[src/hw/rtl/sdf_pkg.sv]
// Types, sizes and helpers for the stream duplicate filter.
`default_nettype none
package sdf_pkg;

    localparam int SET_SIZE    = 256;
    localparam int VALUE_WIDTH = 32;
    localparam int FIELD_W     = 32;
    localparam int ADDR_W      = $clog2(SET_SIZE);
    localparam int CNT_W       = $clog2(SET_SIZE + 1);

    typedef logic [VALUE_WIDTH-1:0] key_t;
    typedef logic [ADDR_W-1:0]      addr_t;
    typedef logic [CNT_W-1:0]       cnt_t;

    typedef struct packed {
        logic signed [FIELD_W-1:0] value;
        logic                      last;
    } in_beat_t;

    typedef struct packed {
        logic signed [FIELD_W-1:0] out_value;
        logic                      keep;
        logic                      out_last;
        logic                      overflow;
    } out_beat_t;

    typedef struct packed {
        logic  rd_en;
        addr_t rd_addr;
        logic  wr_en;
        addr_t wr_addr;
        key_t  wr_data;
    } ram_req_t;

    // Match key: low VALUE_WIDTH bits of the field, zero-extended if wider.
    function automatic key_t key_of(input logic [FIELD_W-1:0] raw);
        key_t k;
        k = '0;
        for (int i = 0; i < VALUE_WIDTH; i++) begin
            if (i < FIELD_W)
            begin
                k[i] = raw[i];
            end
        end
        return k;
    endfunction

endpackage
`default_nettype wire

[src/hw/rtl/sdf_engine.sv]
// Lookup sequencer: scans the seen set in memory, then records or drops the value.
`default_nettype none
module sdf_engine (
    input  wire logic               clk,
    input  wire logic               rst_n,
    input  wire logic               item_valid,
    output      logic               item_stall,
    input  wire sdf_pkg::in_beat_t  item,
    input  wire logic               load_ok,
    output      logic               res_load,
    output      sdf_pkg::out_beat_t res,
    output      sdf_pkg::ram_req_t  ram_req,
    input  wire sdf_pkg::key_t      rd_data
);

    typedef enum logic [2:0] {
        S_IDLE   = 3'b001,
        S_SCAN   = 3'b010,
        S_FINISH = 3'b100
    } state_t;

    localparam sdf_pkg::cnt_t SET_FULL = sdf_pkg::CNT_W'(sdf_pkg::SET_SIZE);

    state_t            state_reg, state_next;
    sdf_pkg::in_beat_t beat_reg, beat_next;
    sdf_pkg::cnt_t     count_reg, count_next;
    sdf_pkg::cnt_t     idx_reg, idx_next;
    logic              rvalid_reg, rvalid_next;
    logic              hit_reg, hit_next;

    sdf_pkg::key_t key;
    logic          more;
    logic          hit_found;
    logic          set_full;
    logic          issue;

    assign key       = sdf_pkg::key_of(beat_reg.value);
    assign more      = (idx_reg < count_reg);
    assign hit_found = rvalid_reg && (rd_data == key);
    assign set_full  = (count_reg == SET_FULL);
    assign issue     = (state_reg == S_SCAN) && more && !hit_found;

    assign item_stall = (state_reg != S_IDLE);

    always_comb
    begin
        state_next  = state_reg;
        beat_next   = beat_reg;
        count_next  = count_reg;
        idx_next    = idx_reg;
        rvalid_next = 1'b0;
        hit_next    = hit_reg;
        res_load    = 1'b0;

        ram_req.rd_en   = issue;
        ram_req.rd_addr = idx_reg[sdf_pkg::ADDR_W-1:0];
        ram_req.wr_en   = 1'b0;
        ram_req.wr_addr = count_reg[sdf_pkg::ADDR_W-1:0];
        ram_req.wr_data = key;

        res.out_value = beat_reg.value;
        res.keep      = !hit_reg;
        res.out_last  = beat_reg.last;
        res.overflow  = !hit_reg && set_full;

        unique case (state_reg)
            S_IDLE:
            begin
                if (item_valid)
                begin
                    beat_next  = item;
                    idx_next   = '0;
                    hit_next   = 1'b0;
                    state_next = S_SCAN;
                end
            end
            S_SCAN:
            begin
                // one read issued per cycle, compare lags by the RAM latency
                rvalid_next = issue;
                if (issue)
                begin
                    idx_next = idx_reg + 1'b1;
                end
                if (hit_found)
                begin
                    hit_next   = 1'b1;
                    state_next = S_FINISH;
                end
                else if (!more && !rvalid_reg)
                begin
                    state_next = S_FINISH;
                end
            end
            S_FINISH:
            begin
                if (load_ok)
                begin
                    res_load      = 1'b1;
                    ram_req.wr_en = !hit_reg && !set_full;
                    if (beat_reg.last)
                    begin
                        count_next = '0;
                    end
                    else if (!hit_reg && !set_full)
                    begin
                        count_next = count_reg + 1'b1;
                    end
                    state_next = S_IDLE;
                end
            end
            default:
            begin
                state_next = S_IDLE;
            end
        endcase
    end

    always_ff @(posedge clk or negedge rst_n)
    begin
        if (!rst_n)
        begin
            state_reg  <= S_IDLE;
            count_reg  <= '0;
            rvalid_reg <= 1'b0;
        end
        else
        begin
            state_reg  <= state_next;
            count_reg  <= count_next;
            rvalid_reg <= rvalid_next;
        end
    end

    always_ff @(posedge clk)
    begin
        beat_reg <= beat_next;
        idx_reg  <= idx_next;
        hit_reg  <= hit_next;
    end

endmodule
`default_nettype wire

[config.mk]
export PLATFORM = sky130hd
export DESIGN_NAME = sdf_engine
export DESIGN_NICKNAME = d
export VERILOG_FILES = /design/src/hw/rtl/sdf_pkg.sv /design/src/hw/rtl/sdf_engine.sv
export SDC_FILE = /design/constraint.sdc
export NUM_CORES = 1
export LEC_CHECK = 0
export ABC_AREA = 1
export BUFFER_PORTS_ARGS = -buffer_cell sky130_fd_sc_hd__clkbuf_2
export CAP_MARGIN = 20
export CORE_MARGIN = 2
export CORE_UTILIZATION = 48
export CTS_CLUSTER_SIZE = 10
export DETAILED_ROUTE_END_ITERATION = 8
export GPL_TIMING_DRIVEN = 0
export PLACE_DENSITY_LB_ADDON = 0.08
export SKIP_CTS_REPAIR_TIMING = 1
export SKIP_LAST_GASP = 1
export SYNTH_ARGS = -nofsm -noshare
export SYNTH_HDL_FRONTEND = slang
export SYNTH_SLANG_ARGS = --single-unit
[constraint.sdc]
create_clock -name clk -period 3.05 [get_ports clk]
set_input_delay 0.61 -clock clk [delete_from_list [all_inputs] [get_ports clk]]
set_output_delay 0.61 -clock clk [all_outputs]
set_load 0.03 [all_outputs]
==> impl_metrics.tcl <==
set metrics [dict create \
    status "completed" \
    netlist_instances 427 \
    htreeDepth 2 \
    max_slew.worst_pin.slew_ns 0.936 \
    worstSetupPathType "flop to output port" \
    cp.required_ns 2.44 \
    leakage_nw 2.40 \
    p_per_area_nw_per_um2 892 \
    path_clk_slew_ns 0.10 \
    nNetsFinal 669 \
    placementRows 31 \
    crit_fanout 6 \
    wl_um 8010 \
    fmax_mhz 354 \
    peakVddDrop_mv 0.346 \
    endpoint_kind "output port" \
    multi_input_area_um2 1300 \
    wl_per_cell_um 11.6 \
    numCtsBuffers 5 \
    diodes 0 \
    avgSynthCellArea_um2 8.37 \
    overflow 0 \
    die_area_um2 8150 \
    min_period_over_period_pct 92.6 \
    area_growth_pct 27.7 \
    insertion_delay_ns 0.31 \
    cpMaxStageDelayCell "dfrtp_2" \
    postRouteAntennaNets 0 \
    track_usage_pct 20.3 \
    initial_utilization_pct 49.5 \
    crit_chain "inv_2, ha_1, a21oi_1, o21ai_0, nand2_1, nand3_1, nor2_1, nand2_1, inv_1, buf_4, clkbuf_2" \
    yosysWarnings 0 \
    synth_seq_cells 56 \
    io_pins 156 \
    drt_iter0_drc 108 \
    io_buffers 155 \
    largest_register_ffs 32 \
    drc 0 \
    slew_headroom_pct 37.5 \
    grt_pass1_wl_um 13600 \
    via_per_inst 4.56 \
    seqCellArea_um2 1620 \
    fillerInstances 674 \
    dpl.hpwl_um 6560 \
    rsz0062_at_grt "no" \
    fp.dieH_um 90.3 \
    cp.arrival_ns 2.21 \
    ys_seq_area_share_pct 45.3 \
    skew_ns 0.0112 \
    tritoncts "yes" \
    setup-violations-final 0 \
    syn_area_um2 3570 \
    grt_pass1_vias 3103 \
    cts_root_buf "clkbuf_8" \
    hp-class "input pin to async pin" \
    dr.pass1.iters 4 \
    cts.sink_count 56 \
    antenna_found_initial 0 \
    core_area_um2 7210 \
    path_common_cell "nand2_1" \
    crit_path_max_incr_delay_ns 0.44 \
    min_period_ns 2.82 \
    drv_slew 0 \
    grt_max_degree 34 \
    drive_above_1_share_pct 38.6 \
    num_vias 3145 \
    hold_viol 0 \
    maxCapViolCount 0 \
    syn_nets 507 \
    ctsLongestPathBuffers 2 \
    yosysUniqueCellTypes 30 \
    final_util_pct 63.2 \
    gp_congestion 0.898 \
    finalSetupTns_ns 0 \
    dieWidth_um 90.3 \
    start_kind "flop" \
]
## worst max-delay path: cells and delay by family (launching register included)
kind,cells,cell delay [ns]
compound gates,2,0.33
flops,1,0.44
simple gates,4,0.38
fa+ha+maj,1,0.32
buf+inv,4,0.43
## area by class of cell
cell class | instances | share of cell area (%)
multi-input combinational | 247 | 28.6
sequential | 56 | 35.5
buffer | 51 | 8.42
clock buffer | 7 | 1.67
tap | 99 | 2.72
inverter | 73 | 6.01
clock inverter | 1 | 0.110
timing repair buffer | 155 | 17.0
## cells in the final DEF, fill, tap and decap left out, drive strengths merged, types with 2 or more instances in the layout
| cell type | netlist | final |
|---|---|---|
| buf | 51 | 51 |
| nand4 | 14 | 14 |
| a21oi | 11 | 11 |
| o21ai | 16 | 16 |
| ha | 11 | 11 |
| xor2 | 7 | 7 |
| nor4 | 2 | 2 |
| nor2 | 42 | 42 |
| edfxtp | 43 | 43 |
| clkbuf | 0 | 162 |
| nand2 | 97 | 97 |
| dfrtp | 12 | 12 |
| inv | 73 | 73 |
| nand3 | 21 | 21 |
| and2 | 3 | 3 |
| nor3 | 6 | 6 |
| xnor2 | 12 | 12 |
## worst paths after layout
path                       slack (ns)                       end                      from  cells past startpoint
setup / recovery                 0.23               ram_req[49]  count_reg[4]$_DFFE_PN0P_                     11
max in group asynchronous        2.56  state_reg[0]$_DFFE_PN1P_                     rst_n                      1
setup reg to reg                 0.44  idx_reg[5]$_SDFFCE_PN0P_  count_reg[4]$_DFFE_PN0P_                      9
min in group clk                 0.47         key[14]$_DFFE_PP_                  item[15]                      1
hold reg to reg                  0.56  count_reg[0]$_DFFE_PN0P_  count_reg[0]$_DFFE_PN0P_                      2
hold / removal                   0.18  count_reg[2]$_DFFE_PN0P_                     rst_n                      1
## metal layers
layer	share of wire, %	global-route usage [%]
met5	0	0
met4	1.1	5.51
met3	6.3	4.01
met2	52	38.2
met1	41	23.3
## cell families (layout without fill, tap and decap cells)
kind of cell | count (synthesis) | count (layout) | synth area share (%)
and+or+nand+nor | 188 | 188 | 22.8
buffers and inverters | 124 | 287 | 18.4
DFF | 56 | 56 | 45.3
AOI/OAI and AO/OA | 29 | 29 | 4.94
xor gates and xnor gates | 19 | 19 | 4.66
adders and majority gates | 11 | 11 | 3.85
## report_power, final
| part | internal [mW] | total, mW | switching, mW |
|---|---|---|---|
| clock | 0.162 | 0.403 | 0.241 |
| combinational | 0.798 | 2.24 | 1.44 |
| sequential | 1.16 | 1.43 | 0.267 |
## synthesized netlist by cell type
cell type | count | area share [%]
a21oi_1 | 11 | 1.5
and2_1 | 3 | 0.53
and3_1 | 1 | 0.18
buf_2 | 1 | 0.14
buf_4 | 49 | 10
buf_6 | 1 | 0.32
dfrtp_1 | 12 | 8.4
dfstp_2 | 1 | 0.74
edfxtp_1 | 43 | 36
ha_1 | 11 | 3.9
inv_1 | 71 | 7.5
inv_2 | 2 | 0.21
nand2_1 | 95 | 10
nand2_2 | 1 | 0.18
nand2_4 | 1 | 0.32
nand3_1 | 21 | 2.9
nand3b_1 | 1 | 0.21
nand4_1 | 14 | 2.5
nor2_1 | 41 | 4.3
nor2_2 | 1 | 0.18
nor3_1 | 6 | 0.84
nor3b_1 | 1 | 0.21
nor4_1 | 1 | 0.18
nor4_2 | 1 | 0.35
o211ai_1 | 1 | 0.21
o21a_1 | 1 | 0.21
o21ai_0 | 9 | 1.3
o21ai_2 | 7 | 1.7
xnor2_1 | 12 | 2.9
xor2_1 | 7 | 1.7
## through the flow
step                      std cells  instance area, um^2  hold WS, ns  power (mW)  setup WS (ns)
after global placement          681                 4470        0.527        3.61         -0.360
after global routing            689                 4560        0.192        4.40         0.0720
after detailed placement        681                 4480        0.525        3.69          0.388
after floorplan                 427                 3570        0.314        3.09          0.240
final                           689                 4560        0.180        4.07          0.227
after CTS                       689                 4560        0.187        4.10          0.168
Note: power is estimated with default switching activity, not from simulation.
